**config.mk**
```make
export PLATFORM = sky130hd
export DESIGN_NAME = skfu_div_step
export DESIGN_NICKNAME = d
export VERILOG_FILES = /design/src/hw/rtl/skfu_pkg.sv /design/src/hw/rtl/skfu_div_step.sv
export SDC_FILE = /design/constraint.sdc
export NUM_CORES = 1
export LEC_CHECK = 0
export ABC_AREA = 1
export ABC_CLOCK_PERIOD_IN_PS = 5900
export BUFFER_PORTS_ARGS = -buffer_cell sky130_fd_sc_hd__buf_2
export CAP_MARGIN = 20
export CORE_AREA = 2 2 169 171
export CTS_BUF_LIST = sky130_fd_sc_hd__clkbuf_4
export DETAILED_ROUTE_END_ITERATION = 10
export DIE_AREA = 0 0 171 173
export SETUP_SLACK_MARGIN = 0.4
export SYNTH_ARGS = -nofsm -noshare
export SYNTH_HDL_FRONTEND = slang
export SYNTH_SLANG_ARGS = --single-unit
```
**constraint.sdc**
```tcl
create_clock -name i_clk -period 5.9 [get_ports i_clk]
set_clock_uncertainty 0.05 [all_clocks]
set_input_delay 1.77 -clock i_clk [delete_from_list [all_inputs] [get_ports i_clk]]
set_output_delay 1.77 -clock i_clk [all_outputs]
set_load 0.01 [all_outputs]
```
**src/hw/rtl/skfu_pkg.sv**
```systemverilog
// shared types and constants for the scalar kalman update pipeline
// no dependencies, imported by every module of the block
`default_nettype none

package skfu_pkg;

    localparam int FRAC_BITS = 16;
    localparam int GAIN_BITS = 16;
    localparam int VAL_W     = 32;
    localparam int NOISE_W   = 24;
    localparam int DIFF_W    = VAL_W + 1;
    localparam int SUM_W     = VAL_W + 1;
    localparam int PV_W      = DIFF_W + GAIN_BITS + 1;
    localparam int PU_W      = VAL_W + GAIN_BITS + 1;
    localparam int NUM_STG   = GAIN_BITS + 3;

    localparam logic [NOISE_W-1:0] NOISE_RESET = NOISE_W'((1 << FRAC_BITS) / 100);
    localparam logic [GAIN_BITS:0] GAIN_ONE    = (GAIN_BITS+1)'(1 << GAIN_BITS);
    localparam logic [GAIN_BITS-1:0] GAIN_HALF = GAIN_BITS'(1 << (GAIN_BITS - 1));

    typedef struct packed {
        logic signed [VAL_W-1:0] prior_value;
        logic        [VAL_W-1:0] prior_uncertainty;
        logic signed [VAL_W-1:0] measured_value;
        logic        [VAL_W-1:0] measured_uncertainty;
    } t_in;

    typedef struct packed {
        logic signed [VAL_W-1:0] new_value;
        logic        [VAL_W-1:0] new_uncertainty;
        logic                    invalid;
    } t_out;

    // divider stage contents
    typedef struct packed {
        logic        [SUM_W-1:0]     rem;
        logic        [SUM_W-1:0]     dvs;
        logic        [GAIN_BITS-1:0] quo;
        logic        [VAL_W-1:0]     p;
        logic signed [DIFF_W-1:0]    d;
        logic signed [VAL_W-1:0]     prior_val;
        logic        [VAL_W-1:0]     prior_unc;
        logic                        invalid;
    } t_div;

    // multiplier stage contents
    typedef struct packed {
        logic signed [PV_W-1:0]  prod_v;
        logic        [PU_W-1:0]  prod_u;
        logic signed [VAL_W-1:0] prior_val;
        logic        [VAL_W-1:0] prior_unc;
        logic                    invalid;
    } t_mul;

endpackage

`default_nettype wire

```
**src/hw/rtl/skfu_div_step.sv**
```systemverilog
// one restoring division step, one gain bit per stage
// depends on skfu_pkg
`default_nettype none

module skfu_div_step
    import skfu_pkg::*;
(
    input  wire logic i_clk,
    input  wire logic i_rst_n,
    input  wire logic i_en,
    input  wire logic i_vld,
    input  wire t_div i_d,
    output logic      o_vld,
    output t_div      o_d
);

    logic             r_vld;
    t_div             r_d;
    t_div             n_d;
    logic [SUM_W:0]   shifted;
    logic             ge;

    always_comb begin
        shifted = {i_d.rem, 1'b0};
        ge      = shifted >= {1'b0, i_d.dvs};
        n_d     = i_d;
        // remainder stays below the divisor so it fits again after the step
        n_d.rem = ge ? SUM_W'(shifted - {1'b0, i_d.dvs}) : shifted[SUM_W-1:0];
        n_d.quo = {i_d.quo[GAIN_BITS-2:0], ge};
    end

    always_ff @(posedge i_clk) begin
        if (!i_rst_n) begin
            r_vld <= 1'b0;
        end else if (i_en) begin
            r_vld <= i_vld;
        end
    end

    always_ff @(posedge i_clk) begin
        if (i_en) begin
            r_d <= n_d;
        end
    end

    assign o_vld = r_vld;
    assign o_d   = r_d;

endmodule

`default_nettype wire

```
==> parameters.txt <==
Parameter                              Value

Status
  Run status    finished, final reports clean

STA
  Upper clock frequency limit    0.288 GHz
  Headroom to the max-slew limit    40.4%
  Number of setup violations in the final report    0
  Endpoints failing hold    0
  Part of the cycle the worst path needs    between 50 and 60%
  Unrepaired setup endpoints after global routing    no
  Final worst path period need    around 3500 ps
  Total Neg Setup Slack    0 ps
  Final max-slew violation count    0
  Transition time at the pin with the least slew margin    894 ps
  Post-route worst setup slack    2420 ps

Synthesis
  Post-synthesis adder-cell area fraction    4.45%
  Share of cell area taken by muxes after synthesis    0%
  Area share of and/or/nand/nor cells after synthesis    20.0%
  Number of distinct library cells after synthesis    30
  Synth Register Bits    213
  Number of warnings printed during yosys synthesis    0
  Post-synthesis instance area    ~0.0097 mm^2
  Area fraction in compound gates after synthesis    1.47%
  Number of instances in the synthesized netlist    905
  Syn Nets    1155
  XOR/XNOR Fraction of Synth Area    1.35%
  Average footprint of a synthesized cell    10.7 um^2
  Dominant combinational cell family by area after synthesis    simple AND/OR/NAND/NOR gates
  Portion of the post-synthesis area used by sequential elements    65.7%

Global route
  Antenna violations before repair    15
  Maximum number of pins on one net before global-route repair    106
  Leftover overflow at the end of global routing    0
  Vias in the first global route    7762
  Global-route wire length before repair    approximately 47 mm
  Global Route Usage Sum    21.4%

Critical path
  Critical Path Fanout Max    34
  Arrival time at the worst endpoint    3940 ps
  Critical path data required time    6370 ps
  Critical path launch point type    primary input
  Endpoint class of the critical path    flop
  Type of the setup path with the least slack    in2reg

Placement
  Half-perimeter wire length of the detailed placement result    26.1 mm
  GP Congestion    0.922
  Port Buffer Count    427
  Setup WS pre-CTS    1730 ps

CTS
  Root Buffer    sky130_fd_sc_hd__clkbuf_4
  Num CTS Buffers    58
  CTS tree    yes
  Max Root-Sink Buffers    3
  Count of H-tree levels built during CTS    2
  Clock Sinks    213
  Postcts setup bufs    0
  Clock transition at the registers of the reported paths    70 ps
  Cts-stage hold buffer count    0
  Quantity of gates resized following cts    0
  Insertion delay to the later sink of the worst-skew pair    between 600 and 700 ps

Routing
  Routed wire length per instance    18.3 um
  Number of DRC violations after detailed routing    0
  Final wirelength    33.1 mm
  Antenna violation net count after detailed routing    0
  Pre-Repair DR Iteration Count    5
  Drt via density    4.44
  Total number of vias    between 8000 and 9000
  Number of DRC markers in iteration 0    456

Power
  Leakage power figure    0.00649 uW
  Peak supply drop    0.000137 V
  Cell area power density    292 mW/mm^2

Floorplanning
  Die height    ~170 um
  Total Die Area    0.0296 mm^2
  Number of placed I/O pins    around 430
  Num rows    61
  Die extent in x    between 150 and 200 um
  Initial Utilization    35.2%
  Core area    0.0276 mm^2

Hold path
  Classification of the worst-slack hold path    reg2reg

Finish
  NumNets Final    1637
  Most used cells in the layout excluding fill and tap cells    sky130_fd_sc_hd__buf_2, sky130_fd_sc_hd__nand2_1, sky130_fd_sc_hd__edfxtp_1, sky130_fd_sc_hd__inv_1, sky130_fd_sc_hd__clkbuf_4
  Share of cells above drive strength 1    39.1%
  Synth-to-layout area growth    34.4%
  Commonest non-fill, non-tap cell in the layout    sky130_fd_sc_hd__buf_2
  Fillcell total    2748

Run
  Count of max-cap constraint violations    0
==> where the power goes <==
part | switching, uW | internal, uW
registers | 31.1 | 1820
clock network | 610 | 683
logic | 423 | 248
total | 1060 | 2750
==> registers in the layout, summed over array words and instances, names as in the netlist <==
register  cells
o_d         212
o_vld         1
==> final cells by class <==
cell class | count | area, um^2 | area share [%]
Antenna cell | 7 | 17.5 | 0.134
Tap cell | 378 | 473 | 3.62
Sequential cell | 213 | 6390 | 48.9
Clock inverter | 14 | 63.8 | 0.488
Timing Repair Buffer | 431 | 2190 | 16.8
Multi-Input combinational cell | 519 | 2660 | 20.3
Clock buffer | 89 | 668 | 5.11
Inverter | 164 | 616 | 4.71
==> kinds of logic after synthesis <==
kind of cell / count (synthesis)
DFF: 213
xor gates and xnor gates: 15
and+or+nand+nor: 442
AOI/OAI and AO/OA: 28
adders and majority gates: 34
buffers and inverters: 173
==> per-layer routing <==
layer  global-route usage (%)  routed length [um]
met5                        0                 101
met4                     6.71                 953
met3                     7.51                3390
met2                     36.8               16100
met1                     24.8               12600
==> worst max-delay path, stage by stage <==
cell                      delay [ps]
sky130_fd_sc_hd__buf_2            90
sky130_fd_sc_hd__inv_1            40
sky130_fd_sc_hd__ha_1            370
sky130_fd_sc_hd__nand2_1         160
sky130_fd_sc_hd__nor2_1          220
sky130_fd_sc_hd__nand2_1         110
sky130_fd_sc_hd__nor4_2          220
sky130_fd_sc_hd__nand2_2         220
sky130_fd_sc_hd__nand2_4         420
sky130_fd_sc_hd__nand3_2         200
sky130_fd_sc_hd__nand2_1         100
==> through the flow <==
stage | util (%) | instances | area [um^2] | total power, uW | hold slack (ps)
global route | 47.3 | 1810 | 13100 | 4030 | 575
CTS | 47.2 | 1808 | 13100 | 3880 | 541
detailed placement | 44.6 | 1705 | 12300 | 2560 | 521
finish | 47.3 | 1815 | 13100 | 3820 | 552
floorplan | - | 905 | 9720 | 2230 | 505
global placement | 44.6 | 1705 | 12300 | 2560 | 519
==> path summary, 6_finish.rpt <==
path | from | cells after the start | end | slack (ps)
setup / recovery | i_d[166] | 11 | o_d[202] | 2420
hold / removal | o_vld | 2 | o_vld | 550
setup reg to reg | o_vld | 2 | o_vld | 5130
hold reg to reg | o_vld | 2 | o_vld | 550
==> cells in the mapped netlist <==
master | count | area share (%)
sky130_fd_sc_hd__nand2_2 | 5 | 0.32
sky130_fd_sc_hd__and2_1 | 8 | 0.51
sky130_fd_sc_hd__dfxtp_1 | 1 | 0.21
sky130_fd_sc_hd__a21oi_1 | 24 | 1.2
sky130_fd_sc_hd__inv_1 | 159 | 6.1
sky130_fd_sc_hd__buf_6 | 2 | 0.23
sky130_fd_sc_hd__nand3_1 | 54 | 2.8
sky130_fd_sc_hd__nor3_2 | 1 | 0.10
sky130_fd_sc_hd__nor2_4 | 3 | 0.35
sky130_fd_sc_hd__nand2_4 | 1 | 0.12
sky130_fd_sc_hd__buf_2 | 6 | 0.31
sky130_fd_sc_hd__xor2_1 | 14 | 1.3
sky130_fd_sc_hd__nor2_1 | 37 | 1.4
sky130_fd_sc_hd__nand4_1 | 2 | 0.13
sky130_fd_sc_hd__and3_1 | 1 | 0.064
sky130_fd_sc_hd__or2_2 | 2 | 0.13
sky130_fd_sc_hd__nor2_2 | 7 | 0.45
sky130_fd_sc_hd__nand3_2 | 11 | 1.1
sky130_fd_sc_hd__inv_2 | 5 | 0.19
sky130_fd_sc_hd__nand2_1 | 293 | 11
sky130_fd_sc_hd__nor4_2 | 1 | 0.13
sky130_fd_sc_hd__o21ai_0 | 3 | 0.15
sky130_fd_sc_hd__nor3_1 | 6 | 0.31
sky130_fd_sc_hd__xnor2_1 | 1 | 0.090
sky130_fd_sc_hd__buf_8 | 1 | 0.15
sky130_fd_sc_hd__fa_1 | 1 | 0.21
sky130_fd_sc_hd__edfxtp_1 | 212 | 65
sky130_fd_sc_hd__a21o_1 | 1 | 0.077
sky130_fd_sc_hd__ha_1 | 33 | 4.2
sky130_fd_sc_hd__nand3b_1 | 10 | 0.77
No activity file was read; power rests on OpenSTA's default activity.
