File: src/hw/rtl/skfu_pkg.sv
// shared types and constants for the scalar kalman update pipeline
// no dependencies, imported by every module of the block
`default_nettype none

package skfu_pkg;

    localparam int FRAC_BITS = 16;
    localparam int GAIN_BITS = 16;
    localparam int VAL_W     = 32;
    localparam int NOISE_W   = 24;
    localparam int DIFF_W    = VAL_W + 1;
    localparam int SUM_W     = VAL_W + 1;
    localparam int PV_W      = DIFF_W + GAIN_BITS + 1;
    localparam int PU_W      = VAL_W + GAIN_BITS + 1;
    localparam int NUM_STG   = GAIN_BITS + 3;

    localparam logic [NOISE_W-1:0] NOISE_RESET = NOISE_W'((1 << FRAC_BITS) / 100);
    localparam logic [GAIN_BITS:0] GAIN_ONE    = (GAIN_BITS+1)'(1 << GAIN_BITS);
    localparam logic [GAIN_BITS-1:0] GAIN_HALF = GAIN_BITS'(1 << (GAIN_BITS - 1));

    typedef struct packed {
        logic signed [VAL_W-1:0] prior_value;
        logic        [VAL_W-1:0] prior_uncertainty;
        logic signed [VAL_W-1:0] measured_value;
        logic        [VAL_W-1:0] measured_uncertainty;
    } t_in;

    typedef struct packed {
        logic signed [VAL_W-1:0] new_value;
        logic        [VAL_W-1:0] new_uncertainty;
        logic                    invalid;
    } t_out;

    // divider stage contents
    typedef struct packed {
        logic        [SUM_W-1:0]     rem;
        logic        [SUM_W-1:0]     dvs;
        logic        [GAIN_BITS-1:0] quo;
        logic        [VAL_W-1:0]     p;
        logic signed [DIFF_W-1:0]    d;
        logic signed [VAL_W-1:0]     prior_val;
        logic        [VAL_W-1:0]     prior_unc;
        logic                        invalid;
    } t_div;

    // multiplier stage contents
    typedef struct packed {
        logic signed [PV_W-1:0]  prod_v;
        logic        [PU_W-1:0]  prod_u;
        logic signed [VAL_W-1:0] prior_val;
        logic        [VAL_W-1:0] prior_unc;
        logic                    invalid;
    } t_mul;

endpackage

`default_nettype wire

File: src/hw/rtl/skfu_mul.sv
// gain multiplications: gain times innovation and complement gain times variance
// depends on skfu_pkg
`default_nettype none

module skfu_mul
    import skfu_pkg::*;
(
    input  wire logic i_clk,
    input  wire logic i_rst_n,
    input  wire logic i_en,
    input  wire logic i_vld,
    input  wire t_div i_d,
    output logic      o_vld,
    output t_mul      o_d
);

    logic             r_vld;
    t_mul             r_d;
    t_mul             n_d;
    logic [GAIN_BITS:0] k_cmp;

    always_comb begin
        k_cmp         = GAIN_ONE - {1'b0, i_d.quo};
        n_d.prod_v    = PV_W'($signed({1'b0, i_d.quo})) * PV_W'(i_d.d);
        n_d.prod_u    = PU_W'(k_cmp) * PU_W'(i_d.p);
        n_d.prior_val = i_d.prior_val;
        n_d.prior_unc = i_d.prior_unc;
        n_d.invalid   = i_d.invalid;
    end

    always_ff @(posedge i_clk) begin
        if (!i_rst_n) begin
            r_vld <= 1'b0;
        end else if (i_en) begin
            r_vld <= i_vld;
        end
    end

    always_ff @(posedge i_clk) begin
        if (i_en) begin
            r_d <= n_d;
        end
    end

    assign o_vld = r_vld;
    assign o_d   = r_d;

endmodule

`default_nettype wire

File: config.mk
export PLATFORM = sky130hd
export DESIGN_NAME = skfu_mul
export DESIGN_NICKNAME = d
export VERILOG_FILES = /design/src/hw/rtl/skfu_pkg.sv /design/src/hw/rtl/skfu_mul.sv
export SDC_FILE = /design/constraint.sdc
export NUM_CORES = 2
export LEC_CHECK = 0
export BUFFER_PORTS_ARGS = -buffer_cell sky130_fd_sc_hd__buf_2
export CAP_MARGIN = 20
export CORE_UTILIZATION = 40
export CTS_CLUSTER_DIAMETER = 100
export DETAILED_ROUTE_END_ITERATION = 8
export GPL_TIMING_DRIVEN = 0
export PLACE_DENSITY = 0.67
export SLEW_MARGIN = 25
export SYNTH_ARGS = -nofsm -noshare
export SYNTH_HDL_FRONTEND = slang
export SYNTH_SLANG_ARGS = --single-unit
File: constraint.sdc
create_clock -name i_clk -period 9.4 [get_ports i_clk]
set_input_delay 0.47 -clock i_clk [delete_from_list [all_inputs] [get_ports i_clk]]
set_output_delay 0.47 -clock i_clk [all_outputs]
set_load 0.05 [all_outputs]
==> run_summary.xml <==
<?xml version="1.0" encoding="UTF-8"?>
<metrics>
  <group name="outcome">
    <metric name="outcome" unit="">complete, no violations</metric>
  </group>
  <group name="yosys">
    <metric name="yosys_warning_total" unit="">0</metric>
    <metric name="synth-async-reset-ratio" unit="%">0</metric>
    <metric name="yosys_most_used_dff" unit="">sky130_fd_sc_hd__edfxtp_1</metric>
    <metric name="synth_mux_area_share" unit="%">0.07655</metric>
    <metric name="synth_fp_nets" unit="">5762</metric>
    <metric name="postSynthRegisterBits" unit="">165</metric>
    <metric name="combinational_family_with_the_most_area_after_synthesis" unit="">adder cells</metric>
    <metric name="synth_sequential_area_ratio" unit="%">12.10</metric>
    <metric name="synthesis.area_per_instance" unit="sq um">9.392</metric>
    <metric name="yosys.area_share.adder" unit="%">54.08</metric>
    <metric name="post_synthesis_compound_gate_area_fraction" unit="%">4.774</metric>
    <metric name="yosys.area_share.xor_xnor" unit="%">2.122</metric>
    <metric name="netlist-cell-type-count" unit="">80</metric>
    <metric name="synth_cells" unit="">4351</metric>
    <metric name="synth_edf_count" unit="">164</metric>
    <metric name="syn_area" unit="sq um">40860</metric>
    <metric name="yosys.area_share.simple" unit="%">14.54</metric>
  </group>
  <group name="clock_network">
    <metric name="maximum_count_of_clock_buffers_along_a_single_path" unit="">2</metric>
    <metric name="cts.clk_slew.worst_paths" unit="ns">0.09</metric>
    <metric name="tritoncts" unit="">yes</metric>
    <metric name="clock-root-buffer" unit="">sky130_fd_sc_hd__clkbuf_16</metric>
    <metric name="cts_num_sinks" unit="">165</metric>
    <metric name="clkLatencyLatePin" unit="ns">0.50</metric>
    <metric name="htree_levels" unit="">4</metric>
    <metric name="cts-buffers-inserted" unit="">17</metric>
  </group>
  <group name="worst_hold_path">
    <metric name="hold_class" unit="">input pin to flip-flop</metric>
    <metric name="worst_hold_path.endpoint" unit="">o_d[23]</metric>
    <metric name="worstHoldStart" unit="">i_d[23]</metric>
    <metric name="number_of_instances_on_the_worst_hold_path" unit="">1</metric>
  </group>
  <group name="timing">
    <metric name="setup-violations-final" unit="">0</metric>
    <metric name="timing.final.crit_share" unit="%">95.31</metric>
    <metric name="grt_setup_unrepaired" unit="">yes</metric>
    <metric name="relSlewSlack" unit="%">30.80</metric>
    <metric name="final-max-slew-violation-count" unit="">0</metric>
    <metric name="max_freq" unit="MHz">111.6</metric>
    <metric name="finalHoldViolCount" unit="">0</metric>
    <metric name="worst_slew_pin_slew" unit="ns">1.027</metric>
    <metric name="timing.final.crit_period" unit="ns">8.959</metric>
    <metric name="setup_slack" unit="ns">0.4408</metric>
    <metric name="fin_skew" unit="ns">0</metric>
  </group>
  <group name="place">
    <metric name="io_buffers" unit="">285</metric>
    <metric name="dpl.hpwl" unit="um">96740</metric>
    <metric name="preCtsSetupSlack" unit="ns">-1.664</metric>
    <metric name="routabilityCongestion" unit="">0.9196</metric>
  </group>
  <group name="floorplan">
    <metric name="boundaryPins" unit="">381</metric>
    <metric name="dieWidth" unit="um">321.6</metric>
    <metric name="floorplan.die_area" unit="sq um">103400</metric>
    <metric name="initial_utilization" unit="%">40.57</metric>
    <metric name="die_h" unit="um">321.6</metric>
    <metric name="design.core.area" unit="sq um">100700</metric>
    <metric name="core.rowCount" unit="">116</metric>
  </group>
  <group name="route">
    <metric name="detailroute.via_count" unit="">30020</metric>
    <metric name="drt_pass1_iterations" unit="">5</metric>
    <metric name="drt.antenna.violating_nets" unit="">0</metric>
    <metric name="remaining_drc_errors" unit="">0</metric>
    <metric name="drt-initial-drc-count" unit="">1995</metric>
    <metric name="wl_per_cell" unit="um">18.89</metric>
    <metric name="finalWirelength" unit="um">114100</metric>
    <metric name="viasPerCell" unit="">4.970</metric>
  </group>
  <group name="setup_path">
    <metric name="worst_path_most_repeated_cell" unit="">sky130_fd_sc_hd__fa_1</metric>
    <metric name="critical_path_buf_inv_count" unit="">8</metric>
    <metric name="arrival" unit="ns">9.21</metric>
    <metric name="rr_startpoint" unit="">o_vld</metric>
    <metric name="worstSetupStartpointType" unit="">input pin</metric>
    <metric name="ff_to_ff_setup_slack" unit="ns">8.79</metric>
    <metric name="timing.critical_path.fanout_max" unit="">10</metric>
    <metric name="worst_setup_path_end_kind" unit="">flip-flop</metric>
    <metric name="setup.worst_path.class" unit="">input pin to flip-flop</metric>
    <metric name="cp_slowest_cell" unit="">sky130_fd_sc_hd__fa_1</metric>
    <metric name="crit_required" unit="ns">9.65</metric>
    <metric name="worst_path_dominant_cell_family" unit="">adder cells</metric>
    <metric name="ff2ff_path_depth" unit="">2</metric>
    <metric name="worst_path_largest_cell_delay" unit="ns">0.59</metric>
    <metric name="reg2reg_end" unit="">o_vld</metric>
  </group>
  <group name="grt">
    <metric name="grt_antenna_before_repair" unit="">29</metric>
    <metric name="gr-total-overflow" unit="">0</metric>
    <metric name="grt_max_degree" unit="">60</metric>
    <metric name="grt_use_total" unit="%">23.15</metric>
    <metric name="first_global_vias" unit="">31790</metric>
    <metric name="grt_first_pass_wirelength" unit="um">181300</metric>
  </group>
  <group name="final_layout">
    <metric name="area_delta_synth_final" unit="%">9.722</metric>
    <metric name="layout-drive-gt1-share" unit="%">8.328</metric>
    <metric name="final_common_cell" unit="">sky130_fd_sc_hd__inv_1</metric>
    <metric name="most-common-layout-cells" unit="">sky130_fd_sc_hd__inv_1 (1129), sky130_fd_sc_hd__fa_1 (952), sky130_fd_sc_hd__nand2_1 (755), sky130_fd_sc_hd__and2_1 (365), sky130_fd_sc_hd__buf_2 (285)</metric>
    <metric name="finish.net_count" unit="">6069</metric>
    <metric name="nFillCells" unit="">9816</metric>
  </group>
  <group name="flow_run">
    <metric name="number_of_max_capacitance_violations_reported" unit="">0</metric>
  </group>
</metrics>
==> stage by stage <==
step,TNS (ns),instances,utilization (%),cell area [sq um],hold WS (ns)
4_1_cts,0,6027,44.43,44750,0.07310
3_5_place_dp,-22.07,5995,43.74,44060,0.5112
5_1_grt,-0.006427,6038,44.51,44830,0.09515
2_1_floorplan,0,4351,-,40860,0.5689
3_3_place_gp,-21.13,5993,43.67,43990,0.4958
6_report,0,6040,44.51,44840,0.1242
==> metal layers <==
metal | up-vias | wire length (um) | track usage (%)
met1 | 15260 | 46980 | 30.64
met3 | 202 | 10350 | 5.565
li1 | 13310 | - | -
met5 | - | 154 | 0
met4 | 28 | 3515 | 8.402
met2 | 1214 | 53130 | 36.87
==> layout make-up <==
class,instances,area (sq um),area share (%)
multi-input combinational,2847,30960,69.06
sequential,165,4945,11.03
inverter,1129,4238,9.452
tap,1357,1698,3.787
timing repair buffer,288,1499,3.343
buffer,210,817.0,1.822
clock buffer,17,425.4,0.9488
clock inverter,15,220.2,0.4912
antenna,12,30.03,0.06698
==> synth_stat cells (all sizes together), types with 8 or more instances <==
master     n  area [sq um]
a211oi    15         127.6
a21o      47         354.1
a21oi     80         404.1
and2     366          2291
and3      11         68.82
buf       18         68.81
clkbuf   192         720.7
edfxtp   164          4925
fa       952         19060
ha       243          3040
inv     1129          4238
nand2    755          2834
nand2b     8         50.05
nand3     19         95.09
nand4     11         68.82
nor2      52         195.2
nor2b     11         76.32
nor3      15         80.08
o21a      15         121.4
o21ai     45         229.0
o21bai    13         101.4
xnor2     73         639.4
xor2      26         227.7
==> kinds of logic after synthesis <==
family | after synthesis
compound gates | 278
flops | 165
buf+inv | 1339
xor+xnor | 99
simple gates | 1272
fa+ha+maj | 1195
mux | 3
==> state kept, by name, indices dropped and copies added (netlist names) <==
signal  flops
o_vld       1
o_d       164
==> worst max-delay path by stage <==
stage	from	endpoint	slack, ns	cells after the start
after detailed placement	i_d[130]	o_d[113]	-1.66	31
after global routing	i_d[130]	o_d[109]	-0.006	31
after floorplan	i_d[135]	o_d[109]	1.86	29
after CTS	i_d[130]	o_d[113]	0.02	31
final	i_d[130]	o_d[104]	0.44	26
after global placement	i_d[130]	o_d[113]	-1.63	31
==> timing repair <==
action | CTS | global route
resized for setup | 15 | 28
pin swaps | 0 | 1
setup buffers | 0 | 1
setup endpoints to repair | 16 | 6
hold buffers | 0 | 0
Power is not shown: default switching activity piles up to over one toggle a cycle in this logic, so the estimate is an artifact.
