$ cat src/hw/rtl/skfu_pkg.sv
// shared types and constants for the scalar kalman update pipeline
// no dependencies, imported by every module of the block
`default_nettype none

package skfu_pkg;

    localparam int FRAC_BITS = 16;
    localparam int GAIN_BITS = 16;
    localparam int VAL_W     = 32;
    localparam int NOISE_W   = 24;
    localparam int DIFF_W    = VAL_W + 1;
    localparam int SUM_W     = VAL_W + 1;
    localparam int PV_W      = DIFF_W + GAIN_BITS + 1;
    localparam int PU_W      = VAL_W + GAIN_BITS + 1;
    localparam int NUM_STG   = GAIN_BITS + 3;

    localparam logic [NOISE_W-1:0] NOISE_RESET = NOISE_W'((1 << FRAC_BITS) / 100);
    localparam logic [GAIN_BITS:0] GAIN_ONE    = (GAIN_BITS+1)'(1 << GAIN_BITS);
    localparam logic [GAIN_BITS-1:0] GAIN_HALF = GAIN_BITS'(1 << (GAIN_BITS - 1));

    typedef struct packed {
        logic signed [VAL_W-1:0] prior_value;
        logic        [VAL_W-1:0] prior_uncertainty;
        logic signed [VAL_W-1:0] measured_value;
        logic        [VAL_W-1:0] measured_uncertainty;
    } t_in;

    typedef struct packed {
        logic signed [VAL_W-1:0] new_value;
        logic        [VAL_W-1:0] new_uncertainty;
        logic                    invalid;
    } t_out;

    // divider stage contents
    typedef struct packed {
        logic        [SUM_W-1:0]     rem;
        logic        [SUM_W-1:0]     dvs;
        logic        [GAIN_BITS-1:0] quo;
        logic        [VAL_W-1:0]     p;
        logic signed [DIFF_W-1:0]    d;
        logic signed [VAL_W-1:0]     prior_val;
        logic        [VAL_W-1:0]     prior_unc;
        logic                        invalid;
    } t_div;

    // multiplier stage contents
    typedef struct packed {
        logic signed [PV_W-1:0]  prod_v;
        logic        [PU_W-1:0]  prod_u;
        logic signed [VAL_W-1:0] prior_val;
        logic        [VAL_W-1:0] prior_unc;
        logic                    invalid;
    } t_mul;

endpackage

`default_nettype wire

$ cat src/hw/rtl/skfu_out.sv
// output stage: rounding, blend with saturation, bypass of invalid items
// depends on skfu_pkg
`default_nettype none

module skfu_out
    import skfu_pkg::*;
(
    input  wire logic i_clk,
    input  wire logic i_rst_n,
    input  wire logic i_en,
    input  wire logic i_vld,
    input  wire t_mul i_d,
    output logic      o_vld,
    output t_out      o_d
);

    localparam int DLT_W = PV_W - GAIN_BITS;
    localparam int NV_W  = DLT_W + 1;

    logic                    r_vld;
    t_out                    r_d;
    t_out                    n_d;
    logic signed [PV_W-1:0]  rnd_v;
    logic signed [DLT_W-1:0] delta;
    logic signed [NV_W-1:0]  nv;
    logic        [PU_W-1:0]  rnd_u;
    logic signed [VAL_W-1:0] nv_sat;

    always_comb begin
        rnd_v  = i_d.prod_v + PV_W'(GAIN_HALF);
        delta  = rnd_v[PV_W-1:GAIN_BITS];
        nv     = {{(NV_W-VAL_W){i_d.prior_val[VAL_W-1]}}, i_d.prior_val}
               + {delta[DLT_W-1], delta};
        rnd_u  = i_d.prod_u + PU_W'(GAIN_HALF);
        // out of range when the bits above the sign differ from it
        if (nv[NV_W-1:VAL_W-1] == '0 || nv[NV_W-1:VAL_W-1] == '1) begin
            nv_sat = nv[VAL_W-1:0];
        end else if (nv[NV_W-1]) begin
            nv_sat = {1'b1, {(VAL_W-1){1'b0}}};
        end else begin
            nv_sat = {1'b0, {(VAL_W-1){1'b1}}};
        end

        if (i_d.invalid) begin
            n_d.new_value       = i_d.prior_val;
            n_d.new_uncertainty = i_d.prior_unc;
            n_d.invalid         = 1'b1;
        end else begin
            n_d.new_value       = nv_sat;
            n_d.new_uncertainty = rnd_u[VAL_W+GAIN_BITS-1:GAIN_BITS];
            n_d.invalid         = 1'b0;
        end
    end

    always_ff @(posedge i_clk) begin
        if (!i_rst_n) begin
            r_vld <= 1'b0;
        end else if (i_en) begin
            r_vld <= i_vld;
        end
    end

    always_ff @(posedge i_clk) begin
        if (i_en) begin
            r_d <= n_d;
        end
    end

    assign o_vld = r_vld;
    assign o_d   = r_d;

endmodule

`default_nettype wire

$ cat config.mk
export PLATFORM = sky130hd
export DESIGN_NAME = skfu_out
export DESIGN_NICKNAME = d
export VERILOG_FILES = /design/src/hw/rtl/skfu_pkg.sv /design/src/hw/rtl/skfu_out.sv
export SDC_FILE = /design/constraint.sdc
export NUM_CORES = 1
export LEC_CHECK = 0
export BUFFER_PORTS_ARGS = -buffer_cell sky130_fd_sc_hd__buf_2
export CAP_MARGIN = 20
export CORE_MARGIN = 1.5
export CORE_UTILIZATION = 40
export DETAILED_ROUTE_END_ITERATION = 12
export PLACE_DENSITY = 0.7
export SETUP_SLACK_MARGIN = 0.02
export SLEW_MARGIN = 20
export SYNTH_ARGS = -nofsm -noshare
export SYNTH_HDL_FRONTEND = slang
export SYNTH_SLANG_ARGS = --single-unit
$ cat constraint.sdc
create_clock -name i_clk -period 4.4 [get_ports i_clk]
set_clock_uncertainty 0.15 [all_clocks]
set_input_delay 0.22 -clock i_clk [delete_from_list [all_inputs] [get_ports i_clk]]
set_output_delay 0.22 -clock i_clk [all_outputs]
set_load 0.01 [all_outputs]
==> impl_metrics.py <==
metrics = {
    "worst_setup_path": {
        "crit_fanout": 31,
        "crit_chain": "buf_2, and4_2, and4_4, and3_2, nand3_1, nor2_1, and3_1, nand3_1, xnor2_1, ha_1, a2111oi_2, o21ai_1, o211a_1, and4b_2, o21ai_2, a32oi_2, buf_4, a31oi_2, buf_12, a221o_1",
        "required_ns": 4.32,
        "crit_start": "i_d[132]",
        "start_kind": "input port",
        "reg2reg_from": "o_vld$_SDFFE_PN0P_",
        "path_class": "in2reg",
        "slowest_stage": "a2111oi_2",
        "cpPeakStageDelay_ns": 0.37,
        "cp_common_cell": "nand3_1",
        "critPathArrivalTime_ns": 4.06,
        "rr_endpoint": "o_vld$_SDFFE_PN0P_",
        "reg2regPathDepth": 2,
        "ff2ff_setup_slack_ns": 3.66,
        "end_kind": "flip-flop",
    },
    "floorplan": {
        "die_area_mm2": 0.01566,
        "design.core.area_mm2": 0.01453,
        "pin_count": 234,
        "die_h_um": 125.2,
        "initial_core_util_pct": 41.06,
        "rows": 44,
        "die_w_um": 125.2,
    },
    "layout": {
        "stdcell_count": 1057,
        "n_fill_cell": 1378,
        "drive_above_1_share_pct": 32.19,
        "syn_to_final_growth_pct": 27.48,
        "finalCoreUtilization_pct": 52.35,
        "antenna_cells": 0,
        "fin_nets": 1074,
    },
    "route": {
        "drt-vias-per-instance": 5.451,
        "ant_nets": 0,
        "vias": 5762,
        "route.detailed.drc": 0,
        "drt_wl_total_mm": 16.39,
        "drt_iter0_drc": 591,
        "dr.pass1.iters": 7,
        "wl_per_cell_um": 15.51,
    },
    "sta": {
        "setup_viol": 0,
        "finalMaxSlewViolations": 0,
        "min_period_ns": 4.138,
        "finalHoldViolCount": 0,
        "finalCritPeriodShare_pct": 94.05,
        "fmax_mhz": 241.6,
        "slew_headroom_pct": 48.36,
        "rsz0062_at_grt": "false",
        "worstMarginPinSlew_ns": 0.7746,
    },
    "clocking": {
        "cts_tree": "built",
        "htree_levels": 3,
        "cts_buffers": 9,
        "clk_path_buf_depth": 2,
        "clock_latency_ns": 0.32,
        "root_buffer": "clkbuf_16",
        "clkTransAtPathRegs_ns": 0.05,
        "clock-sinks": 66,
    },
    "min_path": {
        "hold_start": "i_vld",
        "hold_path_class": "in2reg",
        "min_to": "o_vld$_SDFFE_PN0P_",
        "whs_path_depth": 3,
    },
    "pwr": {
        "p_leak_nw": 3.234,
        "power-per-cell-area_mw_per_mm2": 294.2,
        "vdd_drop_max_mv": 0.1691,
    },
    "synth": {
        "synth-warning-count": 0,
        "synth_edf_count": 65,
        "synth_seq_cells": 66,
        "synth_cells": 642,
        "synth_ff_type": "edfxtp_1",
        "synth_nets": 848,
        "async_flop_share_pct": 0,
        "ys_seq_area_share_pct": 33.04,
        "synth_area_mm2": 0.005968,
        "synth_area_per_cell_um2": 9.296,
        "yosys.cell_types.count": 63,
    },
    "placement": {
        "numPortBuffers": 202,
        "gp_congestion": 0.9539,
        "dp_hpwl_mm": 13.62,
        "dp_cells": 1040,
    },
    "global_routing": {
        "gr-total-overflow": 0,
        "grt_pass1_vias": 5389,
        "grt_start_max_net_pins": 69,
        "grt_pass1_wl_mm": 26.30,
        "antenna_found_initial": 0,
        "track_usage_pct": 20.66,
    },
    "run_status": {
        "run_status": "complete, no violations",
    },
    "job": {
        "drv_cap": 0,
    },
}
per-stage QoR:
step	setup slack (ns)	setup TNS [ns]	hold slack [ns]	power (mW)	instance area, um^2
after floorplan	0.07483	0	0.1689	1.298	5968
after global placement	-0.03591	-0.4015	0.2855	1.572	7298
after detailed placement	-0.09683	-2.447	0.2973	1.581	7298
after CTS	0.2398	0	0.005671	2.253	7595
after global routing	0.02107	0	0.03138	2.365	7609
final	0.2616	0	0.01679	2.239	7609
synthesized netlist by cell type (all sizes together), types with 2 or more instances:
library cell / instances / area, um^2
o21bai: 6 / 45.04
o211ai: 9 / 72.57
nand3: 39 / 195.2
nor2b: 2 / 12.51
buf: 19 / 196.4
or3: 4 / 25.02
xnor2: 55 / 481.7
nand2: 83 / 311.6
and2: 4 / 26.28
and4: 8 / 70.07
and3: 18 / 112.6
nor3: 14 / 70.07
dlygate4sd3: 2 / 20.02
xor2: 40 / 365.4
o21ai: 51 / 259.0
edfxtp: 65 / 1952
o41ai: 3 / 45.05
a21o: 4 / 30.03
nand4: 15 / 93.84
a211oi: 4 / 40.03
a21oi: 41 / 220.2
nor2: 28 / 105.1
a221oi: 2 / 41.29
inv: 20 / 75.07
clkbuf: 9 / 35.03
a221o: 32 / 320.3
a311oi: 2 / 17.52
a21boi: 2 / 15.01
a31oi: 3 / 25.02
nand2b: 2 / 12.51
ha: 37 / 462.9
a32oi: 3 / 33.79
placed cells by master, fill, tap and decap left out, drive strengths merged, types with 2 or more instances in the layout:
cell type	instances
o41ai	3
a311oi	2
nand3	39
a31oi	3
xnor2	55
edfxtp	65
xor2	40
a21o	4
o21ai	51
inv	20
and2	4
a32oi	3
and3	18
or3	4
nor2	28
buf	244
nand2	83
and4	8
clkbuf	14
ha	37
a21oi	41
nand2b	2
nor2b	2
o211ai	9
nor3	14
a211oi	4
a221o	32
a21boi	2
nand4	15
a221oi	2
o21bai	6
state kept, by name (all words and copies together), names as in the netlist:
signal	count
o_d	65
o_vld	1
critical path, delay by kind of cell:
| family | cells | cell delay, ns |
|---|---|---|
| XOR/XNOR | 1 | 0.14 |
| AND/OR/NAND/NOR | 8 | 1.62 |
| buffers and inverters | 3 | 0.44 |
| adder cells (fa/ha/maj) | 1 | 0.25 |
| AO/OA/AOI/OAI | 7 | 1.37 |
cell type report:
cell class	instances	area (um^2)	area share (%)
Clock inverter	2	12.51	0.1644
Timing Repair Buffer	245	1361	17.89
Clock buffer	14	274.0	3.601
Multi-Input combinational cell	526	3684	48.41
Sequential cell	66	1972	25.92
Inverter	20	75.07	0.9867
Tap cell	184	230.2	3.026
per-layer routing:
metal  global-route usage, %  up-vias  share of wire (%)
li1                        -     2864                  -
met2                   35.17      237                 47
met3                   3.894       30                7.0
met5                       0        -                  0
met4                   5.481        0                1.6
met1                   26.99     2631                 45
report_power, final:
group | total [mW] | internal, mW | switching [mW]
registers | 0.807 | 0.790 | 0.0165
clock network | 0.666 | 0.426 | 0.239
logic | 0.766 | 0.340 | 0.427
total | 2.24 | 1.56 | 0.682
how the worst max path moves through the flow:
stage / endpoint / slack [ns] / depth (start not counted)
global route: o_d[44]$_DFFE_PP_ / 0.02 / 20
global placement: o_d[63]$_DFFE_PP_ / -0.04 / 18
CTS: o_d[55]$_DFFE_PP_ / 0.24 / 17
finish: o_d[37]$_DFFE_PP_ / 0.26 / 20
detailed placement: o_d[63]$_DFFE_PP_ / -0.1 / 17
floorplan: o_d[35]$_DFFE_PP_ / 0.07 / 19
logic make-up (layout without fill, tap and decap cells):
family / after synthesis / count (layout) / synth area share [%]
AOI/OAI and AO/OA: 171 / 171 / 21.05
xor gates and xnor gates: 95 / 95 / 14.19
adders and majority gates: 38 / 38 / 8.092
buffers and inverters: 50 / 281 / 5.471
DFF: 66 / 66 / 33.04
muxes: 2 / 2 / 0.3564
and+or+nand+nor: 220 / 220 / 17.80
timing repair:
| action | 4_1_cts | 5_1_grt |
|---|---|---|
| resized for setup | 0 | 7 |
| endpoints found under the setup margin | 0 | 31 |
| setup buffers | 0 | 0 |
| hold endpoints to repair | 1 | 0 |
| hold buffers | 1 | 0 |
Note: power is estimated with default switching activity, not from simulation.
